File: config.mk
export PLATFORM = sky130hd
export DESIGN_NAME = contiguous_irq_range_allocator_core
export DESIGN_NICKNAME = d
export VERILOG_FILES = /design/src/rtl/cira_pkg.sv /design/src/rtl/contiguous_irq_range_allocator_core.sv /design/src/rtl/cira_ram.sv
export SDC_FILE = /design/constraint.sdc
export NUM_CORES = 1
export LEC_CHECK = 0
export ABC_AREA = 1
export BUFFER_PORTS_ARGS = -buffer_cell sky130_fd_sc_hd__buf_2
export CELL_PAD_IN_SITES_DETAIL_PLACEMENT = 0
export CELL_PAD_IN_SITES_GLOBAL_PLACEMENT = 2
export CORE_MARGIN = 2
export CORE_UTILIZATION = 41
export CTS_BUF_LIST = sky130_fd_sc_hd__clkbuf_4
export CTS_CLUSTER_DIAMETER = 80
export DETAILED_ROUTE_END_ITERATION = 10
export PLACE_DENSITY_LB_ADDON = 0.08
export SLEW_MARGIN = 25
export SYNTH_ARGS = -nofsm -noshare
export SYNTH_HDL_FRONTEND = slang
export SYNTH_SLANG_ARGS = --single-unit
File: constraint.sdc
create_clock -name clk -period 7.1 [get_ports clk]
set_input_delay 1.42 -clock clk [delete_from_list [all_inputs] [get_ports clk]]
set_output_delay 1.42 -clock clk [all_outputs]
set_load 0.05 [all_outputs]
File: src/rtl/cira_pkg.sv
// ----------------------------------------------------------------------------
// cira_pkg: shared types and constants for the IRQ range allocator
// Status codes, sequencer states and default sizes.
// ----------------------------------------------------------------------------
package cira_pkg;

  // default bitmap size, in interrupt numbers
  localparam int MapBitsDef = 256;

  // field widths fixed by the interface
  localparam int ReqW    = 9;
  localparam int FromW   = 8;
  localparam int CountW  = 9;
  localparam int LimitW  = 9;
  localparam int FirstW  = 8;
  localparam int StatusW = 2;

  localparam logic [LimitW-1:0] LimitRst = 9'd256;

  typedef enum logic [StatusW-1:0] {
    CIRA_OK      = 2'd0,
    CIRA_INVALID = 2'd1,
    CIRA_EXISTS  = 2'd2,
    CIRA_RANGE   = 2'd3
  } cira_status_t;

  typedef enum logic [2:0] {
    S_CLEAR,  // post-reset sweep of the bitmap
    S_IDLE,   // waiting for a request
    S_RD,     // issue bitmap read
    S_CHK,    // examine read bit
    S_WR,     // mark granted run
    S_DONE    // result waiting for the output register
  } cira_state_t;

endpackage

File: src/rtl/contiguous_irq_range_allocator_core.sv
// ----------------------------------------------------------------------------
// contiguous_irq_range_allocator_core: bitmap allocator for IRQ number runs
// Finds, marks and returns runs of consecutive free interrupt numbers.
// ----------------------------------------------------------------------------
// The block keeps one allocation bit per interrupt number in a RAM of
// MAP_BITS x 1. Each request carries a count, a search start and either a
// fixed first number or -1 (any place). The answer is one transfer on the
// out channel: status (0 ok, 1 invalid, 2 fixed run taken or off the map, 3 out of
// range) and the first number of the run, which reads 0 unless status is ok.
// Sequence: after reset the bitmap is swept clear, one entry per cycle;
// in_stall is high during the sweep (cfg writes still go through). A request
// is then handled by one sequencer that walks the bitmap one bit at a time
// (RAM read, then check) and then marks the granted run; rejected requests
// that fail the up-front checks go straight to the result state. The block
// takes one request at a time: in_stall stays high from accept until the
// result has been moved into the output register, which can still hold the
// previous result while the next request is scanned. The limit register is
// written through the cfg channel, which is always ready; write it only
// while idle.
// ----------------------------------------------------------------------------
module contiguous_irq_range_allocator_core
  import cira_pkg::*;
#(
  parameter int MAP_BITS = MapBitsDef
) (
  input  logic                      clk,
  input  logic                      rst_n,
  // request channel
  input  logic                      in_valid,
  output logic                      in_stall,
  input  logic signed [ReqW-1:0]    in_requested_irq,
  input  logic [FromW-1:0]          in_search_from,
  input  logic [CountW-1:0]         in_count,
  // result channel
  output logic                      out_valid,
  input  logic                      out_stall,
  output logic [StatusW-1:0]        out_status,
  output logic [FirstW-1:0]         out_first_irq,
  // limit register write
  input  logic                      cfg_valid,
  output logic                      cfg_ready,
  input  logic [LimitW-1:0]         cfg_irq_limit
);

  // address width, counter width (holds MAP_BITS and any count), sum width
  localparam int AW = $clog2(MAP_BITS);
  localparam int CW = ((AW + 1) > CountW) ? (AW + 1) : CountW;
  localparam int SW = CW + 1;

  localparam logic [AW:0]   MapEndA = (AW + 1)'(MAP_BITS);
  localparam logic [SW-1:0] MapEndS = SW'(MAP_BITS);

  cira_state_t             state_r, state_nxt;
  logic [LimitW-1:0]       limit_r;
  logic [AW:0]             addr_r, addr_nxt;     // scan / write pointer
  logic [CW-1:0]           run_r, run_nxt;       // free-run length, then bits left
  logic [CountW-1:0]       cnt_r, cnt_nxt;
  logic                    fixed_r, fixed_nxt;
  logic [AW-1:0]           start_r, start_nxt;
  cira_status_t            res_st_r, res_st_nxt; // result held until out reg frees
  logic                    out_valid_r, out_valid_nxt;
  cira_status_t            out_st_r, out_st_nxt;
  logic [FirstW-1:0]       out_first_r, out_first_nxt;

  // bitmap port
  logic                    ram_we;
  logic                    ram_wdata;
  logic                    ram_rdata;

  // request decode
  logic                    in_fire;
  logic                    req_fixed;
  logic [FromW-1:0]        req_val;
  logic [SW-1:0]           req_end;

  // scan arithmetic
  logic [AW:0]             addr_inc;
  logic [CW-1:0]           run_inc;
  logic [SW-1:0]           run_start;
  logic                    out_free;

  assign in_fire   = in_valid && !in_stall;
  assign req_fixed = !in_requested_irq[ReqW-1];
  assign req_val   = in_requested_irq[FromW-1:0];
  assign req_end   = SW'(req_val) + SW'(in_count);

  assign addr_inc  = addr_r + 1'b1;
  assign run_inc   = run_r + 1'b1;
  assign run_start = SW'(addr_inc) - SW'(cnt_r);
  assign out_free  = !out_valid_r || !out_stall;

  assign in_stall  = (state_r != S_IDLE);
  assign cfg_ready = 1'b1;

  assign out_valid     = out_valid_r;
  assign out_status    = out_st_r;
  assign out_first_irq = out_first_r;

  cira_ram #(
    .Width (1),
    .Depth (MAP_BITS)
  ) u_map (
    .clk   (clk),
    .we    (ram_we),
    .waddr (addr_r[AW-1:0]),
    .wdata (ram_wdata),
    .raddr (addr_r[AW-1:0]),
    .rdata (ram_rdata)
  );

  // ---- state and control registers ----
  always_ff @(posedge clk) begin
    if (!rst_n) begin
      state_r     <= S_CLEAR;
      addr_r      <= '0;
      out_valid_r <= 1'b0;
      limit_r     <= LimitRst;
    end else begin
      state_r     <= state_nxt;
      addr_r      <= addr_nxt;
      out_valid_r <= out_valid_nxt;
      if (cfg_valid && cfg_ready) begin
        limit_r <= cfg_irq_limit;
      end
    end
  end

  // ---- payload registers ----
  always_ff @(posedge clk) begin
    run_r       <= run_nxt;
    cnt_r       <= cnt_nxt;
    fixed_r     <= fixed_nxt;
    start_r     <= start_nxt;
    res_st_r    <= res_st_nxt;
    out_st_r    <= out_st_nxt;
    out_first_r <= out_first_nxt;
  end

  // ---- sequencer ----
  always_comb begin
    state_nxt     = state_r;
    addr_nxt      = addr_r;
    run_nxt       = run_r;
    cnt_nxt       = cnt_r;
    fixed_nxt     = fixed_r;
    start_nxt     = start_r;
    res_st_nxt    = res_st_r;
    out_st_nxt    = out_st_r;
    out_first_nxt = out_first_r;
    out_valid_nxt = out_valid_r && out_stall;
    ram_we        = 1'b0;
    ram_wdata     = 1'b0;

    case (state_r)
      S_CLEAR: begin
        // zero one bitmap entry per cycle
        ram_we   = 1'b1;
        addr_nxt = addr_inc;
        if (addr_inc == MapEndA) begin
          state_nxt = S_IDLE;
        end
      end

      S_IDLE: begin
        if (in_fire) begin
          cnt_nxt   = in_count;
          fixed_nxt = req_fixed;
          run_nxt   = '0;
          if (in_count == '0) begin
            res_st_nxt = CIRA_INVALID;
            state_nxt  = S_DONE;
          end else if (req_fixed) begin
            if (in_search_from > req_val) begin
              res_st_nxt = CIRA_INVALID;
              state_nxt  = S_DONE;
            end else if (req_end > MapEndS) begin
              // run would run off the end of the map
              res_st_nxt = CIRA_EXISTS;
              state_nxt  = S_DONE;
            end else begin
              addr_nxt  = (AW + 1)'(req_val);
              state_nxt = S_RD;
            end
          end else begin
            if (SW'(in_search_from) >= MapEndS) begin
              res_st_nxt = CIRA_RANGE;
              state_nxt  = S_DONE;
            end else begin
              addr_nxt  = (AW + 1)'(in_search_from);
              state_nxt = S_RD;
            end
          end
        end
      end

      S_RD: begin
        state_nxt = S_CHK;
      end

      S_CHK: begin
        if (ram_rdata) begin
          run_nxt = '0;
          if (fixed_r) begin
            res_st_nxt = CIRA_EXISTS;
            state_nxt  = S_DONE;
          end else if (addr_inc == MapEndA) begin
            res_st_nxt = CIRA_RANGE;
            state_nxt  = S_DONE;
          end else begin
            addr_nxt  = addr_inc;
            state_nxt = S_RD;
          end
        end else if (run_inc == CW'(cnt_r)) begin
          // run found: addr_inc is one past its last bit
          start_nxt = run_start[AW-1:0];
          if (SW'(addr_inc) > SW'(limit_r)) begin
            res_st_nxt = CIRA_RANGE;
            state_nxt  = S_DONE;
          end else begin
            addr_nxt  = (AW + 1)'(run_start);
            run_nxt   = CW'(cnt_r);
            state_nxt = S_WR;
          end
        end else begin
          run_nxt = run_inc;
          if (addr_inc == MapEndA) begin
            res_st_nxt = CIRA_RANGE;
            state_nxt  = S_DONE;
          end else begin
            addr_nxt  = addr_inc;
            state_nxt = S_RD;
          end
        end
      end

      S_WR: begin
        ram_we    = 1'b1;
        ram_wdata = 1'b1;
        addr_nxt  = addr_inc;
        run_nxt   = run_r - 1'b1;
        if (run_r == CW'(1)) begin
          res_st_nxt = CIRA_OK;
          state_nxt  = S_DONE;
        end
      end

      S_DONE: begin
        if (out_free) begin
          out_valid_nxt = 1'b1;
          out_st_nxt    = res_st_r;
          out_first_nxt = (res_st_r == CIRA_OK) ? FirstW'(start_r) : '0;
          state_nxt     = S_IDLE;
        end
      end

      default: begin
        state_nxt = S_IDLE;
      end
    endcase
  end

endmodule

File: src/rtl/cira_ram.sv
// ----------------------------------------------------------------------------
// cira_ram: generic simple dual-port RAM
// One write port, one read port, registered read data.
// ----------------------------------------------------------------------------
module cira_ram #(
  parameter int Width = 1,
  parameter int Depth = 256
) (
  input  logic                     clk,
  input  logic                     we,
  input  logic [$clog2(Depth)-1:0] waddr,
  input  logic [Width-1:0]         wdata,
  input  logic [$clog2(Depth)-1:0] raddr,
  output logic [Width-1:0]         rdata
);

  logic [Width-1:0] mem [Depth];
  logic [Width-1:0] rdata_r;

  always_ff @(posedge clk) begin
    if (we) begin
      mem[waddr] <= wdata;
    end
    rdata_r <= mem[raddr];
  end

  assign rdata = rdata_r;

endmodule

==> flow_summary.yaml, run 1 <==
setup_path:
  crit_type: "register to register"
  slowest_stage: "dfxtp_2"
  critPathArrivalTime_ns: 4.23
  cp_top_family: "simple AND/OR/NAND/NOR gates"
  worstPathMaxFanout: 45
  critical_path.cell_chain: "buf_4, inv_2, ha_1, ha_1, nand2_1, nor2_1, nand2_1, nand3_1, nand4_1, nand2_1, nand2_1, a21oi_1, nand2_2, nand2_1, nor2_1"
  cp_data_required_time_ns: 7.49
  path_buf_inv: 2
  crit_top_cell: "nand2_1"
  worst_setup_path_start_kind: "register"
  slowest_delay_ns: 0.70
  reg2reg_slack_ns: 3.26
  end_kind: "register"
yosys:
  synthesis.nets: 1886
  yosys_warnings: 0
  syn-mean-instance-area_um2: 8.96
  yosysUniqueCellTypes: 45
  ys_seq_elements: 318
  synth-async-reset-ratio_pct: 0
  syn_area_um2: 16200
  synth-edff-count: 295
  ys.flop_type: "edfxtp_1"
  ys_seq_area_share_pct: 57.6
  synthCells: 1806
min_path:
  hold_path_class: "register to register"
cts:
  cts_tree: "done"
  clock_latency_ns: 0.79
  ctsHoldBuffers: 0
  htreeDepth: 3
  clockBufferDepth: 3
  cts_made_buffers: 89
  ctsResizeCount: 0
  root_buffer: "clkbuf_4"
  cts_setup_buffers: 0
  cts_sinks: 318
  cts.reportedPaths.clkPinSlew_ns: 0.07
floorplan:
  ios: 53
  fp.dieH_um: 203
  die_area_um2: 41100
  die-width_um: 203
  start_util_pct: 41.7
  core-area_um2: 38800
  rows: 72
finish:
  layout_common_cells: "nor2_1, edfxtp_1, nand2_1"
  post_route_cells_drive_above_1_share_pct: 12.5
  syn2layout_area_growth_pct: 11.8
  num-fill-cells: 3907
  nets: 1961
  utilization_pct: 46.6
  register_area_um2: 9320
  multi_input_area_um2: 5980
  layout_commonest_cell: "nor2_1"
global_routing:
  grt_pass1_vias: 12700
  grt_pass1_wl_um: 75000
  grt_start_max_net_pins: 264
  antenna_found_initial: 2
  grt.total_usage_pct: 24.3
  grt-ovfl-total: 0
timing:
  fmax_mhz: 261
  fin_crit_sh_pct: 54.0
  setup_slack_ns: 3.26
  min_period_ns: 3.84
  timing.final.max_slew_violations: 0
  hold_violations: 0
  setup_tns_ns: 0
  worst_pin_slew_ns: 1.30
  finClkSkew_ns: 0.0577
  setup_viol: 0
  grt_setup_unrepaired: "false"
  slew-limit-headroom_pct: 13.6
drt:
  drtPass1Iterations: 6
  routed_via_density: 5.34
  drt_iter0_markers: 1024
  wire_per_inst_um: 20.1
  wl_um: 49500
  postRouteAntennaNets: 0
  vias: 13200
  drc: 0
placement:
  gp_congestion: 0.880
  dp_hpwl_um: 29700
  io_buffers: 51
  post-place-ws_ns: 3.24
power_and_ir_drop:
  netSwitchingFraction_pct: 25.5
  power_frac_clock_pct: 41.5
  power_frac_seq_pct: 49.9
  combPwrFrac_pct: 8.6
  p_leak_nw: 6.60
  p_int_w: 0.00305
  ir_worst_vdd_v: 0.000120
  power.density_nw_per_um2: 226
  p_sw_w: 0.00105
run:
  drv_cap: 0
run_status:
  status: "finished clean"
## stage by stage
| step | total power (W) | instances | cell area [um^2] | hold slack (ns) |
|---|---|---|---|---|
| 3_5_place_dp | 0.00244 | 2308 | 16900 | 0.446 |
| 5_1_grt | 0.00429 | 2467 | 18100 | 0.467 |
| 2_1_floorplan | 0.00230 | 1806 | 16200 | 0.426 |
| 3_3_place_gp | 0.00244 | 2308 | 16900 | 0.449 |
| 6_report | 0.00409 | 2468 | 18100 | 0.455 |
| 4_1_cts | 0.00415 | 2466 | 18100 | 0.451 |
## path summary, 6_finish.rpt
path | start | endpoint | cells past startpoint
hold reg to reg | res_st_r[0]$_DFFE_PP_ | out_status[0]$_DFFE_PP_ | 0
setup reg to reg | addr_r[1]$_SDFFE_PN0P_ | run_r[2]$_DFFE_PP_ | 15
setup / recovery | addr_r[1]$_SDFFE_PN0P_ | run_r[2]$_DFFE_PP_ | 15
hold / removal | res_st_r[0]$_DFFE_PP_ | out_status[0]$_DFFE_PP_ | 0
## power groups by stage
stage / clock network (W) / logic, W / registers, W
4_1_cts: 0.00175 / 0.000352 / 0.00204
3_5_place_dp: 0 / 0.000351 / 0.00208
6_report: 0.00170 / 0.000353 / 0.00204
2_1_floorplan: 0 / 0.000232 / 0.00207
5_1_grt: 0.00185 / 0.000396 / 0.00204
3_3_place_gp: 0 / 0.000353 / 0.00208
## sequential cells by signal, summed over array words and instances, names as in the netlist, 2 cells and up
register,cells
u_map.mem,256
addr_r,9
cnt_r,9
limit_r,9
run_r,9
out_first_irq,8
start_r,8
state_r,3
out_status,2
res_st_r,2
## cell usage after synthesis, types with 2 or more instances
cell type	n	area, um^2
o21ai_0	169	846
nand4_1	17	106
a21oi_1	40	200
edfxtp_1	295	8860
xor2_1	7	61.3
buf_4	3	22.5
fa_1	2	40.0
nand3b_1	2	15.0
nor2_2	8	50.1
o21a_1	2	15.0
o32ai_1	2	17.5
xnor2_1	3	26.3
o21bai_1	4	30.0
a22o_1	6	52.6
o211ai_1	3	22.5
a211oi_1	2	15.0
clkbuf_1	82	308
nand2_1	272	1020
buf_2	5	25.0
nor2_1	489	1840
a22oi_1	5	37.5
dfxtp_1	23	460
o22ai_1	70	438
ha_1	38	475
inv_2	4	15.0
o31ai_1	2	15.0
nor4_1	2	12.5
nand2_2	4	25.0
a31oi_1	6	37.5
nor3_1	8	40.0
inv_1	135	507
nand3_1	80	400
nor2_4	3	33.8
nand3_2	2	20.0
## kinds of logic (layout without fill, tap and decap cells)
| family | after synthesis | count (layout) | synth area share [%] |
|---|---|---|---|
| fa+ha+maj | 40 | 40 | 3.19 |
| flops | 318 | 318 | 57.6 |
| xor+xnor | 10 | 10 | 0.541 |
| buf+inv | 232 | 374 | 5.54 |
| simple gates | 893 | 893 | 22.4 |
| other cells | 1 | 3 | 0.0232 |
| compound gates | 312 | 312 | 10.7 |
## cell type report
cell class | count | share of cell area (%)
flip-flops and latches | 318 | 51.5
multi-input cells | 1256 | 33.1
clock buffers | 131 | 5.44
well taps | 518 | 3.58
inverters | 140 | 2.92
repair buffers | 76 | 2.54
clock inverters | 27 | 0.871
diodes | 2 | 0.0277
## layer usage
metal  GRT usage [%]  routed length [um]
met1            34.6               23500
met2            37.6               22000
met3            4.48                2910
met4            7.87                1090
met5               0                   0
Power figures use the tool's default switching activity.
==> inputs of run 2 (changes only) <==
- clock period: 7.1 -> 3.8 ns (I/O delays scaled with it)
==> run 2 against run 1 <==
  * Global-route usage is 0.055 points higher
  * Highest routed layer unchanged
  * Maximum frequency is 17% higher
  * Register-to-register slack worse by 2.7 ns
==> flow_summary.yaml, run 2 (synthesis results as in run 1) <==
finish:
  postLayoutCellArea_um2: 18100
  layout_commonest_cell: "nor2_1"
  nets: 1969
  finalNonFillerCells: 2455
  largest_register_ffs: 256
  post_route_cells_drive_above_1_share_pct: 13.0
  num-fill-cells: 3887
  syn2layout_area_growth_pct: 11.7
  layout_common_cells: "nor2_1, edfxtp_1, nand2_1"
  top_register: "u_map.mem"
timing:
  fin_crit_sh_pct: 86.3
  min_period_ns: 3.28
  setup_viol: 0
  worst_pin_slew_ns: 0.899
  fmax_mhz: 305
  hold_slack_ns: 0.197
  finClkSkew_ns: 0.0732
  hold_violations: 0
  timing.final.max_slew_violations: 0
  setup_slack_ns: 0.520
  slew-limit-headroom_pct: 40.1
  grt_setup_unrepaired: "false"
cts:
  cts_tree: "done"
  htreeDepth: 3
  cts_setup_buffers: 0
  ctsHoldBuffers: 0
  clockBufferDepth: 3
  cts_made_buffers: 86
  cts.reportedPaths.clkPinSlew_ns: 0.07
  cts_sinks: 318
  clock_latency_ns: 0.78
  root_buffer: "clkbuf_4"
drt:
  vias: 13100
  wl_met3_um: 2700
  top_layer: "met4"
  wire_per_inst_um: 20.0
  drc: 0
  drt_iter0_markers: 981
  dr_wl_met2_um: 22200
  routed_via_density: 5.34
  wl_met1_um: 23400
  drtPass1Iterations: 5
  postRouteAntennaNets: 0
  wl_um: 49100
power_and_ir_drop:
  ir_worst_vdd_v: 0.000234
  p_sw_w: 0.00188
  power_frac_seq_pct: 51.1
  combPwrFrac_pct: 9.1
  power_frac_clock_pct: 39.9
  netSwitchingFraction_pct: 25.2
  p_int_w: 0.00557
  power.density_nw_per_um2: 412
  p_leak_nw: 6.62
setup_path:
  crit_path_start: "addr_r[3]$_SDFFE_PN0P_"
  crit_type: "register to register"
  critPathArrivalTime_ns: 3.64
  end_kind: "register"
  worstReg2RegStart: "addr_r[3]$_SDFFE_PN0P_"
  worstPathMaxFanout: 9
  cp_data_required_time_ns: 4.16
  worst_setup_path_start_kind: "register"
run:
  drv_cap: 0
global_routing:
  grt_pass1_wl_um: 75500
  grt-ovfl-total: 0
  grt_start_max_net_pins: 262
  antenna_found_initial: 1
  grt.total_usage_pct: 24.4
  grt_pass1_vias: 12800
placement:
  gp_congestion: 0.876
  dpl.cell_count: 2318
  dp_hpwl_um: 30100
  placed_area_um2: 17000
  io_buffers: 51
  post-place-ws_ns: 0.311
floorplan:
  core-area_um2: 38800
  fp.dieH_um: 203
  ios: 53
  rows: 72
  start_util_pct: 41.7
  die-width_um: 203
  die_area_um2: 41100
min_path:
  hold_start: "in_count[6]"
  hold_path_class: "input pin to register"
run_status:
  status: "finished clean"
-- run 2: cell count changes in the layout (fill, tap and decap cells not counted), sizes merged --
cell    delta
clkinv    -15
buf       +11
clkbuf    -10
inv        +2
diode      -1
-- run 2: power by group through the flow --
stage,registers [W],logic [W],clock network [W]
4_1_cts,0.00380,0.000681,0.00306
5_1_grt,0.00380,0.000758,0.00323
3_3_place_gp,0.00388,0.000681,0
3_5_place_dp,0.00388,0.000680,0
2_1_floorplan,0.00387,0.000430,0
6_report,0.00380,0.000676,0.00297
-- run 2: worst paths after layout --
kind	end	slack (ns)	cells after the start
setup / recovery	run_r[4]$_DFFE_PP_	0.52	16
hold / removal	cnt_r[6]$_DFFE_PP_	0.20	1
setup reg to reg	run_r[4]$_DFFE_PP_	0.52	16
hold reg to reg	out_status[1]$_DFFE_PP_	0.45	0
-- run 2: layout make-up --
| cell class | instances | area [um^2] | share of cell area [%] |
|---|---|---|---|
| Antenna cell | 1 | 2.50 | 0.0138 |
| Multi-Input combinational cell | 1256 | 6000 | 33.2 |
| Sequential cell | 318 | 9330 | 51.6 |
| Tap cell | 518 | 648 | 3.58 |
| Inverter | 140 | 528 | 2.92 |
| Clock buffer | 121 | 908 | 5.02 |
| Timing Repair Buffer | 87 | 558 | 3.09 |
| Clock inverter | 14 | 108 | 0.595 |
-- run 2: critical path: stages, from the launching register on --
cell and delay (ns):
dfxtp_1 0.54, inv_1 0.19, nor2_2 0.24, nand2_1 0.08
nand2_1 0.17, inv_1 0.09, ha_1 0.29, nand2_1 0.09
o21bai_1 0.11, nand3_1 0.10, nand4_1 0.09, nand2_1 0.05
nand2_1 0.07, a21oi_1 0.08, nand2_2 0.11, nand2_1 0.07
nor2_2 0.50
-- run 2: per-stage QoR --
step           utilization [%]  TNS (ns)  power (W)
2_1_floorplan                -    -0.833    0.00430
3_3_place_gp              43.9         0    0.00456
3_5_place_dp              43.9         0    0.00456
4_1_cts                   46.5         0    0.00755
5_1_grt                   46.6         0    0.00779
6_report                  46.6         0    0.00745
-- run 2: routing by layer --
metal / track usage (%) / vias up
met4: 5.97 / 0
met3: 4.98 / 69
met1: 34.6 / 6325
met2: 38.3 / 381
li1: - / 6332
met5: 0 / -
-- run 2: what timing repair did --
item	in CTS	in global routing
setup endpoints to repair	0	7
resized for setup	0	1
hold endpoints to repair	0	0
